`config.mk`:
```
export PLATFORM = sky130hd
export DESIGN_NAME = pushbutton_dimmer_tracker_flat
export DESIGN_NICKNAME = d
export VERILOG_FILES = /design/src/rtl/pbd_pkg.sv /design/src/rtl/pbd_ifs.sv /design/src/rtl/pbd_cfg_regs.sv /design/src/rtl/pbd_ctrl.sv /design/src/rtl/pbd_level.sv /design/src/rtl/pushbutton_dimmer_tracker.sv /design/src/flat_wrapper.sv
export SDC_FILE = /design/constraint.sdc
export NUM_CORES = 2
export LEC_CHECK = 0
export BUFFER_PORTS_ARGS = -buffer_cell sky130_fd_sc_hd__buf_2
export CAP_MARGIN = 40
export CORE_MARGIN = 1
export CORE_UTILIZATION = 44
export CTS_CLUSTER_SIZE = 10
export DETAILED_ROUTE_END_ITERATION = 7
export PLACE_DENSITY_LB_ADDON = 0.12
export SYNTH_ARGS = -nofsm -noshare
export SYNTH_HDL_FRONTEND = slang
export SYNTH_HIERARCHICAL = 1
export SYNTH_SLANG_ARGS = --single-unit
```
`constraint.sdc`:
```
create_clock -name i_clk -period 18.9 [get_ports i_clk]
set_input_delay 0.945 -clock i_clk [delete_from_list [all_inputs] [get_ports i_clk]]
set_output_delay 0.945 -clock i_clk [all_outputs]
set_load 0.03 [all_outputs]
```
`src/rtl/pbd_pkg.sv`:
```
// Shared widths, codes, constants and types of the pushbutton dimmer tracker.
`default_nettype none

package pbd_pkg;

    localparam int TIME_W     = 32;
    localparam int LEVEL_W    = 16;
    localparam int SPEED_W    = 20;
    localparam int THRESH_W   = 16;
    localparam int KIND_W     = 2;
    localparam int CFG_IDX_W  = 2;
    localparam int CFG_DATA_W = 20;

    localparam logic [SPEED_W-1:0]  DIM_SPEED_RESET = SPEED_W'(13107);
    localparam logic [THRESH_W-1:0] THRESH_RESET    = THRESH_W'(900);

    localparam logic [LEVEL_W-1:0] LEVEL_MAX = {LEVEL_W{1'b1}};
    localparam longint unsigned    MS_PER_S  = 1000;

    // Any product at or above this value moves the level by a full scale or more.
    localparam longint unsigned SAT_PRODUCT    = (longint'(LEVEL_MAX) + 1) * MS_PER_S;
    localparam int              EXCESS_KEEP_W  = $clog2(SAT_PRODUCT);
    localparam int              FULL_PROD_W    = SPEED_W + EXCESS_KEEP_W;

    // Reciprocal of one thousand, exact for every product below the saturation point.
    localparam int              RECIP_SHIFT = 36;
    localparam longint unsigned RECIP       = ((64'd1 << RECIP_SHIFT) + MS_PER_S - 1) / MS_PER_S;
    localparam int              RECIP_W     = $clog2(RECIP);
    localparam int              QPROD_W     = EXCESS_KEEP_W + RECIP_W;

    typedef enum logic [KIND_W-1:0] {
        KIND_NONE    = 2'd0,
        KIND_HELD    = 2'd1,
        KIND_RELEASE = 2'd2
    } t_kind;

    typedef enum logic [CFG_IDX_W-1:0] {
        CFG_DIM_SPEED  = 2'd0,
        CFG_THRESH_ON  = 2'd1,
        CFG_THRESH_OFF = 2'd2
    } t_cfg_idx;

    typedef struct packed {
        logic [SPEED_W-1:0]  dim_speed;
        logic [THRESH_W-1:0] thresh_on;
        logic [THRESH_W-1:0] thresh_off;
    } t_cfg;

    typedef struct packed {
        t_kind                    kind;
        logic                     lamp_on;
        logic                     dim_up;
        logic                     est_up;
        logic                     sat;
        logic [EXCESS_KEEP_W-1:0] prod;
    } t_mid;

endpackage

`default_nettype wire

```
`src/rtl/pbd_ifs.sv`:
```
// Handshake interfaces for the sample, result and configuration channels.
`default_nettype none

interface pbd_in_if import pbd_pkg::*; ();
    logic              valid;
    logic              ready;
    logic              button_level;
    logic [TIME_W-1:0] time_ms;

    modport source (output valid, output button_level, output time_ms, input ready);
    modport sink   (input valid, input button_level, input time_ms, output ready);
endinterface

interface pbd_out_if import pbd_pkg::*; ();
    logic               valid;
    logic               ready;
    logic [KIND_W-1:0]  report_kind;
    logic               lamp_on;
    logic               dim_up;
    logic [LEVEL_W-1:0] shown_level;

    modport source (output valid, output report_kind, output lamp_on, output dim_up,
                    output shown_level, input ready);
    modport sink   (input valid, input report_kind, input lamp_on, input dim_up,
                    input shown_level, output ready);
endinterface

interface pbd_cfg_if import pbd_pkg::*; ();
    logic                  valid;
    logic                  ready;
    logic [CFG_IDX_W-1:0]  index;
    logic [CFG_DATA_W-1:0] data;

    modport source (output valid, output index, output data, input ready);
    modport sink   (input valid, input index, input data, output ready);
endinterface

`default_nettype wire

```
`src/rtl/pbd_cfg_regs.sv`:
```
// Configuration registers: dimming speed and the two press thresholds.
`default_nettype none

module pbd_cfg_regs import pbd_pkg::*; (
    input  wire logic i_clk,
    input  wire logic i_rst_n,
    pbd_cfg_if.sink   i_cfg,
    output t_cfg      o_cfg
);

    t_cfg r_cfg;

    assign i_cfg.ready = 1'b1;
    assign o_cfg       = r_cfg;

    always_ff @(posedge i_clk) begin
        if (!i_rst_n) begin
            r_cfg.dim_speed  <= DIM_SPEED_RESET;
            r_cfg.thresh_on  <= THRESH_RESET;
            r_cfg.thresh_off <= THRESH_RESET;
        end else if (i_cfg.valid) begin
            case (i_cfg.index)
                CFG_DIM_SPEED:  r_cfg.dim_speed  <= i_cfg.data[SPEED_W-1:0];
                CFG_THRESH_ON:  r_cfg.thresh_on  <= i_cfg.data[THRESH_W-1:0];
                CFG_THRESH_OFF: r_cfg.thresh_off <= i_cfg.data[THRESH_W-1:0];
                default: begin
                end
            endcase
        end
    end

endmodule

`default_nettype wire

```
`src/rtl/pbd_ctrl.sv`:
```
// Sample register, press tracking state machine and excess-time product stage.
`default_nettype none

module pbd_ctrl import pbd_pkg::*; (
    input  wire logic i_clk,
    input  wire logic i_rst_n,
    pbd_in_if.sink    i_in,
    input  wire t_cfg i_cfg,
    input  wire logic i_mid_ready,
    output logic      o_mid_valid,
    output t_mid      o_mid
);

    logic              r_in_vld;
    logic              r_in_btn;
    logic [TIME_W-1:0] r_in_time;

    logic              r_is_on,   n_is_on;
    logic              r_dir_up,  n_dir_up;
    logic              r_last,    n_last;
    logic [TIME_W-1:0] r_pstart,  n_pstart;

    logic              r_mid_vld;
    t_mid              r_mid,     n_mid;

    logic                   adv;
    logic                   fall;
    logic                   rise;
    logic                   held;
    logic                   est_active;
    logic                   big;
    logic [TIME_W-1:0]      dur;
    logic [TIME_W-1:0]      thr;
    logic [TIME_W-1:0]      excess;
    logic [FULL_PROD_W-1:0] prod;

    assign adv         = r_in_vld && (!r_mid_vld || i_mid_ready);
    assign i_in.ready  = !r_in_vld || adv;
    assign o_mid_valid = r_mid_vld;
    assign o_mid       = r_mid;

    assign dur    = r_in_time - r_pstart;
    assign thr    = TIME_W'(r_is_on ? i_cfg.thresh_on : i_cfg.thresh_off);
    assign excess = dur - thr;
    assign fall   = !r_in_btn && r_last;
    assign rise   = r_in_btn && !r_last;
    assign held   = r_in_btn && r_last;
    assign big    = |excess[TIME_W-1:EXCESS_KEEP_W];
    assign prod   = FULL_PROD_W'(i_cfg.dim_speed) * FULL_PROD_W'(excess[EXCESS_KEEP_W-1:0]);

    // A press equal to the threshold leaves an excess of zero, so it never moves the level.
    assign est_active = (fall || held) && (dur >= thr);

    always_comb begin
        n_is_on  = r_is_on;
        n_dir_up = r_dir_up;
        n_pstart = r_pstart;
        n_last   = r_in_btn;
        n_mid    = '0;
        n_mid.kind = KIND_NONE;
        if (fall) begin
            n_mid.kind = KIND_RELEASE;
            if (!r_is_on) begin
                n_is_on  = 1'b1;
                n_dir_up = 1'b1;
            end else if (dur > thr) begin
                n_dir_up = !r_dir_up;
            end else begin
                n_is_on = 1'b0;
            end
        end else if (rise) begin
            n_pstart = r_in_time;
        end else if (r_in_btn) begin
            n_mid.kind = KIND_HELD;
        end
        n_mid.lamp_on = n_is_on;
        n_mid.dim_up  = n_dir_up;
        n_mid.est_up  = (fall && !r_is_on) ? 1'b1 : r_dir_up;
        n_mid.sat     = est_active &&
                        (((i_cfg.dim_speed != '0) && big) ||
                         (prod >= FULL_PROD_W'(SAT_PRODUCT)));
        n_mid.prod    = est_active ? prod[EXCESS_KEEP_W-1:0] : '0;
    end

    always_ff @(posedge i_clk) begin
        if (!i_rst_n) begin
            r_in_vld  <= 1'b0;
            r_mid_vld <= 1'b0;
            r_is_on   <= 1'b0;
            r_dir_up  <= 1'b1;
            r_last    <= 1'b0;
            r_pstart  <= '0;
        end else begin
            if (i_in.ready) begin
                r_in_vld <= i_in.valid;
            end
            if (!r_mid_vld || i_mid_ready) begin
                r_mid_vld <= r_in_vld;
            end
            if (adv) begin
                r_is_on  <= n_is_on;
                r_dir_up <= n_dir_up;
                r_last   <= n_last;
                r_pstart <= n_pstart;
            end
        end
    end

    always_ff @(posedge i_clk) begin
        if (i_in.valid && i_in.ready) begin
            r_in_btn  <= i_in.button_level;
            r_in_time <= i_in.time_ms;
        end
        if (adv) begin
            r_mid <= n_mid;
        end
    end

endmodule

`default_nettype wire

```
`src/rtl/pbd_level.sv`:
```
// Divide by one thousand, saturating level update and result register.
`default_nettype none

module pbd_level import pbd_pkg::*; (
    input  wire logic i_clk,
    input  wire logic i_rst_n,
    input  wire logic i_mid_valid,
    input  wire t_mid i_mid,
    output logic      o_mid_ready,
    pbd_out_if.source o_res
);

    logic [LEVEL_W-1:0] r_level;
    logic               r_out_vld;
    logic [KIND_W-1:0]  r_kind;
    logic               r_lamp_on;
    logic               r_dim_up;
    logic [LEVEL_W-1:0] r_shown;

    logic               take;
    logic [QPROD_W-1:0] qfull;
    logic [LEVEL_W-1:0] delta;
    logic [LEVEL_W:0]   sum;
    logic [LEVEL_W-1:0] est;
    logic [LEVEL_W-1:0] n_shown;

    assign o_mid_ready       = !r_out_vld || o_res.ready;
    assign take              = i_mid_valid && o_mid_ready;
    assign o_res.valid       = r_out_vld;
    assign o_res.report_kind = r_kind;
    assign o_res.lamp_on     = r_lamp_on;
    assign o_res.dim_up      = r_dim_up;
    assign o_res.shown_level = r_shown;

    assign qfull = QPROD_W'(i_mid.prod) * QPROD_W'(RECIP);
    assign delta = LEVEL_W'(qfull >> RECIP_SHIFT);
    assign sum   = {1'b0, r_level} + {1'b0, delta};

    always_comb begin
        if (i_mid.est_up) begin
            est = (i_mid.sat || sum[LEVEL_W]) ? LEVEL_MAX : sum[LEVEL_W-1:0];
        end else begin
            est = (i_mid.sat || (delta >= r_level)) ? '0 : r_level - delta;
        end
        case (i_mid.kind)
            KIND_HELD:    n_shown = est;
            KIND_RELEASE: n_shown = i_mid.lamp_on ? est : '0;
            default:      n_shown = '0;
        endcase
    end

    always_ff @(posedge i_clk) begin
        if (!i_rst_n) begin
            r_out_vld <= 1'b0;
            r_level   <= '0;
        end else begin
            if (o_mid_ready) begin
                r_out_vld <= i_mid_valid;
            end
            if (take && (i_mid.kind == KIND_RELEASE)) begin
                r_level <= est;
            end
        end
    end

    always_ff @(posedge i_clk) begin
        if (take) begin
            r_kind    <= i_mid.kind;
            r_lamp_on <= i_mid.lamp_on;
            r_dim_up  <= i_mid.dim_up;
            r_shown   <= n_shown;
        end
    end

endmodule

`default_nettype wire

```
`src/rtl/pushbutton_dimmer_tracker.sv`:
```
// Top level of the pushbutton dimmer tracker.
//
//  Channel  Port    Direction  Payload
//  -------  ------  ---------  ------------------------------------------------
//  samples  i_in    in         button_level, time_ms
//  results  o_res   out        report_kind, lamp_on, dim_up, shown_level
//  config   i_cfg   in         index, data (dim_speed, thresh_on_ms, thresh_off_ms)
//
// A sample is accepted every cycle while results are taken; each gives one result.
// The stages are the sample register, the press state and excess product, and the
// divide and saturating level update; the last two stages hold one multiplier each.
// Reset returns the lamp to off, the level to zero, the direction to up and the
// registers to their defaults; it empties the pipeline.
// A stalled result holds its stage and the stages behind it fill before input stops.
`default_nettype none

module pushbutton_dimmer_tracker import pbd_pkg::*; (
    input  wire logic i_clk,
    input  wire logic i_rst_n,
    pbd_in_if.sink    i_in,
    pbd_out_if.source o_res,
    pbd_cfg_if.sink   i_cfg
);

    t_cfg cfg;
    logic mid_valid;
    logic mid_ready;
    t_mid mid;

    pbd_cfg_regs u_cfg (
        .i_clk   (i_clk),
        .i_rst_n (i_rst_n),
        .i_cfg   (i_cfg),
        .o_cfg   (cfg)
    );

    pbd_ctrl u_ctrl (
        .i_clk       (i_clk),
        .i_rst_n     (i_rst_n),
        .i_in        (i_in),
        .i_cfg       (cfg),
        .i_mid_ready (mid_ready),
        .o_mid_valid (mid_valid),
        .o_mid       (mid)
    );

    pbd_level u_level (
        .i_clk       (i_clk),
        .i_rst_n     (i_rst_n),
        .i_mid_valid (mid_valid),
        .i_mid       (mid),
        .o_mid_ready (mid_ready),
        .o_res       (o_res)
    );

endmodule

`default_nettype wire

```
`src/flat_wrapper.sv`:
```
// flat-port wrapper written by rule: the top's interface ports become plain ports
module pushbutton_dimmer_tracker_flat import pbd_pkg::*;
  (i_clk, i_rst_n, i_in_valid, i_in_button_level, i_in_time_ms, i_in_ready, o_res_valid, o_res_report_kind, o_res_lamp_on, o_res_dim_up, o_res_shown_level, o_res_ready, i_cfg_valid, i_cfg_index, i_cfg_data, i_cfg_ready);
  pbd_in_if i_in_i ();
  pbd_out_if o_res_i ();
  pbd_cfg_if i_cfg_i ();
  input  wire logic i_clk;
  input  wire logic i_rst_n;
  input wire logic [$bits(i_in_i.valid)-1:0] i_in_valid;
  input wire logic [$bits(i_in_i.button_level)-1:0] i_in_button_level;
  input wire logic [$bits(i_in_i.time_ms)-1:0] i_in_time_ms;
  output wire logic [$bits(i_in_i.ready)-1:0] i_in_ready;
  output wire logic [$bits(o_res_i.valid)-1:0] o_res_valid;
  output wire logic [$bits(o_res_i.report_kind)-1:0] o_res_report_kind;
  output wire logic [$bits(o_res_i.lamp_on)-1:0] o_res_lamp_on;
  output wire logic [$bits(o_res_i.dim_up)-1:0] o_res_dim_up;
  output wire logic [$bits(o_res_i.shown_level)-1:0] o_res_shown_level;
  input wire logic [$bits(o_res_i.ready)-1:0] o_res_ready;
  input wire logic [$bits(i_cfg_i.valid)-1:0] i_cfg_valid;
  input wire logic [$bits(i_cfg_i.index)-1:0] i_cfg_index;
  input wire logic [$bits(i_cfg_i.data)-1:0] i_cfg_data;
  output wire logic [$bits(i_cfg_i.ready)-1:0] i_cfg_ready;
  assign i_in_i.valid = i_in_valid;
  assign i_in_i.button_level = i_in_button_level;
  assign i_in_i.time_ms = i_in_time_ms;
  assign i_in_ready = i_in_i.ready;
  assign o_res_valid = o_res_i.valid;
  assign o_res_report_kind = o_res_i.report_kind;
  assign o_res_lamp_on = o_res_i.lamp_on;
  assign o_res_dim_up = o_res_i.dim_up;
  assign o_res_shown_level = o_res_i.shown_level;
  assign o_res_i.ready = o_res_ready;
  assign i_cfg_i.valid = i_cfg_valid;
  assign i_cfg_i.index = i_cfg_index;
  assign i_cfg_i.data = i_cfg_data;
  assign i_cfg_ready = i_cfg_i.ready;
  pushbutton_dimmer_tracker u_core (.i_clk(i_clk), .i_rst_n(i_rst_n), .i_in(i_in_i), .o_res(o_res_i), .i_cfg(i_cfg_i));
endmodule
```
==> impl_metrics.ini <==
[setup_path]
critPathLaunchType = flop
cp_top_family = adder cells
cp_data_arrival_time_ns = 12.14
max_stage_delay_ns = 0.72
endpoint_kind = flop
path_buf_inv = 5
cp_max_fo = 20
worstSetupPathType = reg -> reg
worstPathRequired_ns = 19.09
crit_slowest_cell = a2111oi_0
cp_common_cell = fa_1

[hold_path]
min_path_type = reg -> reg

[synth]
synth_nets = 5640
yosysTopAreaCellShare = 0.3236
avgSynthCellArea_sq_um = 9.001
synth_warnings = 6
ys_ff_latch = 191
async_reset_ff_frac = 0
seq_area_frac_synth = 0.1173
syn-instance-count = 4426
netlist_area_sq_um = 39840
synth_edf_count = 85
synthFlopType = dfxtp_1
synth_area_leader_cell = fa_1
yosys-top-cells-area = fa_1 32%, ha_1 16%, inv_1 8.9%
synth_cell_types = 104

[drt]
drtIter0Drc = 1686
avgRoutedWirePerCell_um = 19.55
wirelength_mm = 109.1
via_per_inst = 5.293
drc = 0
via_count = 29540
dr.pass1.iters = 5
antenna_left = 0

[cts]
cts_max_path_buffers = 2
cts-root-buf = clkbuf_16
numCtsBuffers = 17
cts_hold_buf = 0
clkTransAtPathRegs_ns = 0.09
cts_sinks = 191
tritoncts = yes
insertion_delay_ns = 0.49
cts_resized = 0
htreeDepth = 4
cts_setup_buffers = 0

[timing]
period_share = 0.6320
maxSlewHeadroom = 0.3957
rsz0062_at_grt = false
worst_pin_slew_ns = 0.9010
setup_viol = 0
fmax_mhz = 83.72
clock_skew_ns = 0.01709
finalMaxSlewViolations = 0
setup_tns_ns = 0
fin_crit_ns = 11.94
hold_violations = 0

[die]
fp.coreArea_sq_um = 89060
dieArea_sq_um = 91750
num_io_pins = 83
die_x_um = 302.9
start_util = 0.4473
die_height_um = 302.9
rows = 109

[finish]
drive_gt1_frac = 0.05322
area_growth_pct = 6.140
nets = 5617
final_common_cell = inv_1
nFillCells = 8819
diodes = 0
layout_common_cells = 944 x inv_1, 644 x fa_1, 510 x ha_1

[grt]
grt_first_pass_wirelength_mm = 172.8
grt_max_degree = 86
grt_pass1_vias = 30330
antenna_found_initial = 9
grtUsageTotal = 0.2459
grt_overflow = 0

[job]
max_cap_viol_count = 0

[run_status]
status = completed

[place]
gp_congestion = 0.9253
hpwl_mm = 86.21
portBuffers = 81
-- flip-flops by register name, indices dropped and copies added (netlist names), 2 cells and up --
register	cells
u_core/u_cfg/o_cfg	52
u_core/u_level/o_res.report_kind	2
u_core/u_ctrl/o_mid	32
u_core/u_level/o_res.shown_level	16
u_core/u_ctrl/r_in_time	32
u_core/u_ctrl/r_pstart	32
u_core/u_level/r_level	16
-- layer usage --
layer / GRT usage / vias to the layer above / part of all wire
met1: 0.3448 / 14840 / 0.46
met4: 0.04295 / 4 / 0.013
met3: 0.03215 / 90 / 0.050
met2: 0.4097 / 657 / 0.47
met5: 0 / - / 0.00023
li1: - / 13950 / -
-- cells by family (layout without fill, tap and decap cells) --
group                    after synthesis  in the layout  synth area share
AND/OR/NAND/NOR                     1188           1188            0.1497
adder cells (fa/ha/maj)             1154           1154            0.4838
buffers and inverters               1125           1115            0.1086
AO/OA/AOI/OAI                        595            595            0.1002
flip-flops                           191            191            0.1173
XOR/XNOR                             107            107           0.02387
multiplexers                          65             65           0.01639
other                                  1              1        0.00009413
-- cells in the mapped netlist (60+ instances only) --
master and n:
clkbuf_1 148, edfxtp_1 85, nand2_1 456, xnor2_1 70
and2_1 284, ha_1 510, mux2i_1 63, o21ai_0 94
a21oi_1 183, inv_1 944, nor2_1 139, nand3_1 60
fa_1 644, a21o_1 60, dfxtp_1 106
-- tightest hold or removal path: cells and delay by family (launching register included) --
kind	cells	cell delay (ns)
AO/OA/AOI/OAI	1	0.05
flip-flops	1	0.32
AND/OR/NAND/NOR	1	0.05
-- path summary, 6_finish.rpt --
| kind | startpoint | endpoint | slack [ns] | cells past startpoint |
|---|---|---|---|---|
| worst min register to register | u_core/u_ctrl/r_pstart[10] | u_core/u_ctrl/r_pstart[10] | 0.46 | 2 |
| worst max-delay path | u_core/u_ctrl/r_in_time[2] | u_core/u_ctrl/o_mid[26] | 6.96 | 40 |
| worst max register to register | u_core/u_ctrl/r_in_time[2] | u_core/u_ctrl/o_mid[26] | 6.96 | 40 |
| worst min-delay path | u_core/u_ctrl/r_pstart[10] | u_core/u_ctrl/r_pstart[10] | 0.46 | 2 |
-- area by class of cell --
cell class | instances | area [sq um] | area share
clock inverters | 14 | 143.9 | 0.003403
multi-input cells | 3110 | 31080 | 0.7351
well taps | 1165 | 1458 | 0.03447
repair buffers | 139 | 953.4 | 0.02255
flip-flops and latches | 191 | 4674 | 0.1105
clock buffers | 18 | 429.2 | 0.01015
inverters | 944 | 3543 | 0.08380
-- per-stage QoR --
| stage | setup WS, ns | hold WS [ns] | utilization | area (sq um) | cells |
|---|---|---|---|---|---|
| 2_1_floorplan | 8.587 | 0.4003 | - | 39840 | 4426 |
| 3_3_place_gp | 7.320 | 0.4424 | 0.4664 | 41530 | 5540 |
| 3_5_place_dp | 7.039 | 0.4463 | 0.4684 | 41710 | 5549 |
| 4_1_cts | 6.986 | 0.4586 | 0.4748 | 42290 | 5581 |
| 5_1_grt | 6.062 | 0.4669 | 0.4748 | 42290 | 5581 |
| 6_report | 6.956 | 0.4558 | 0.4748 | 42290 | 5581 |
Power is left out: the tool's default activity adds up to more than one toggle a clock period on the data nets, which glitch-free logic cannot reach.
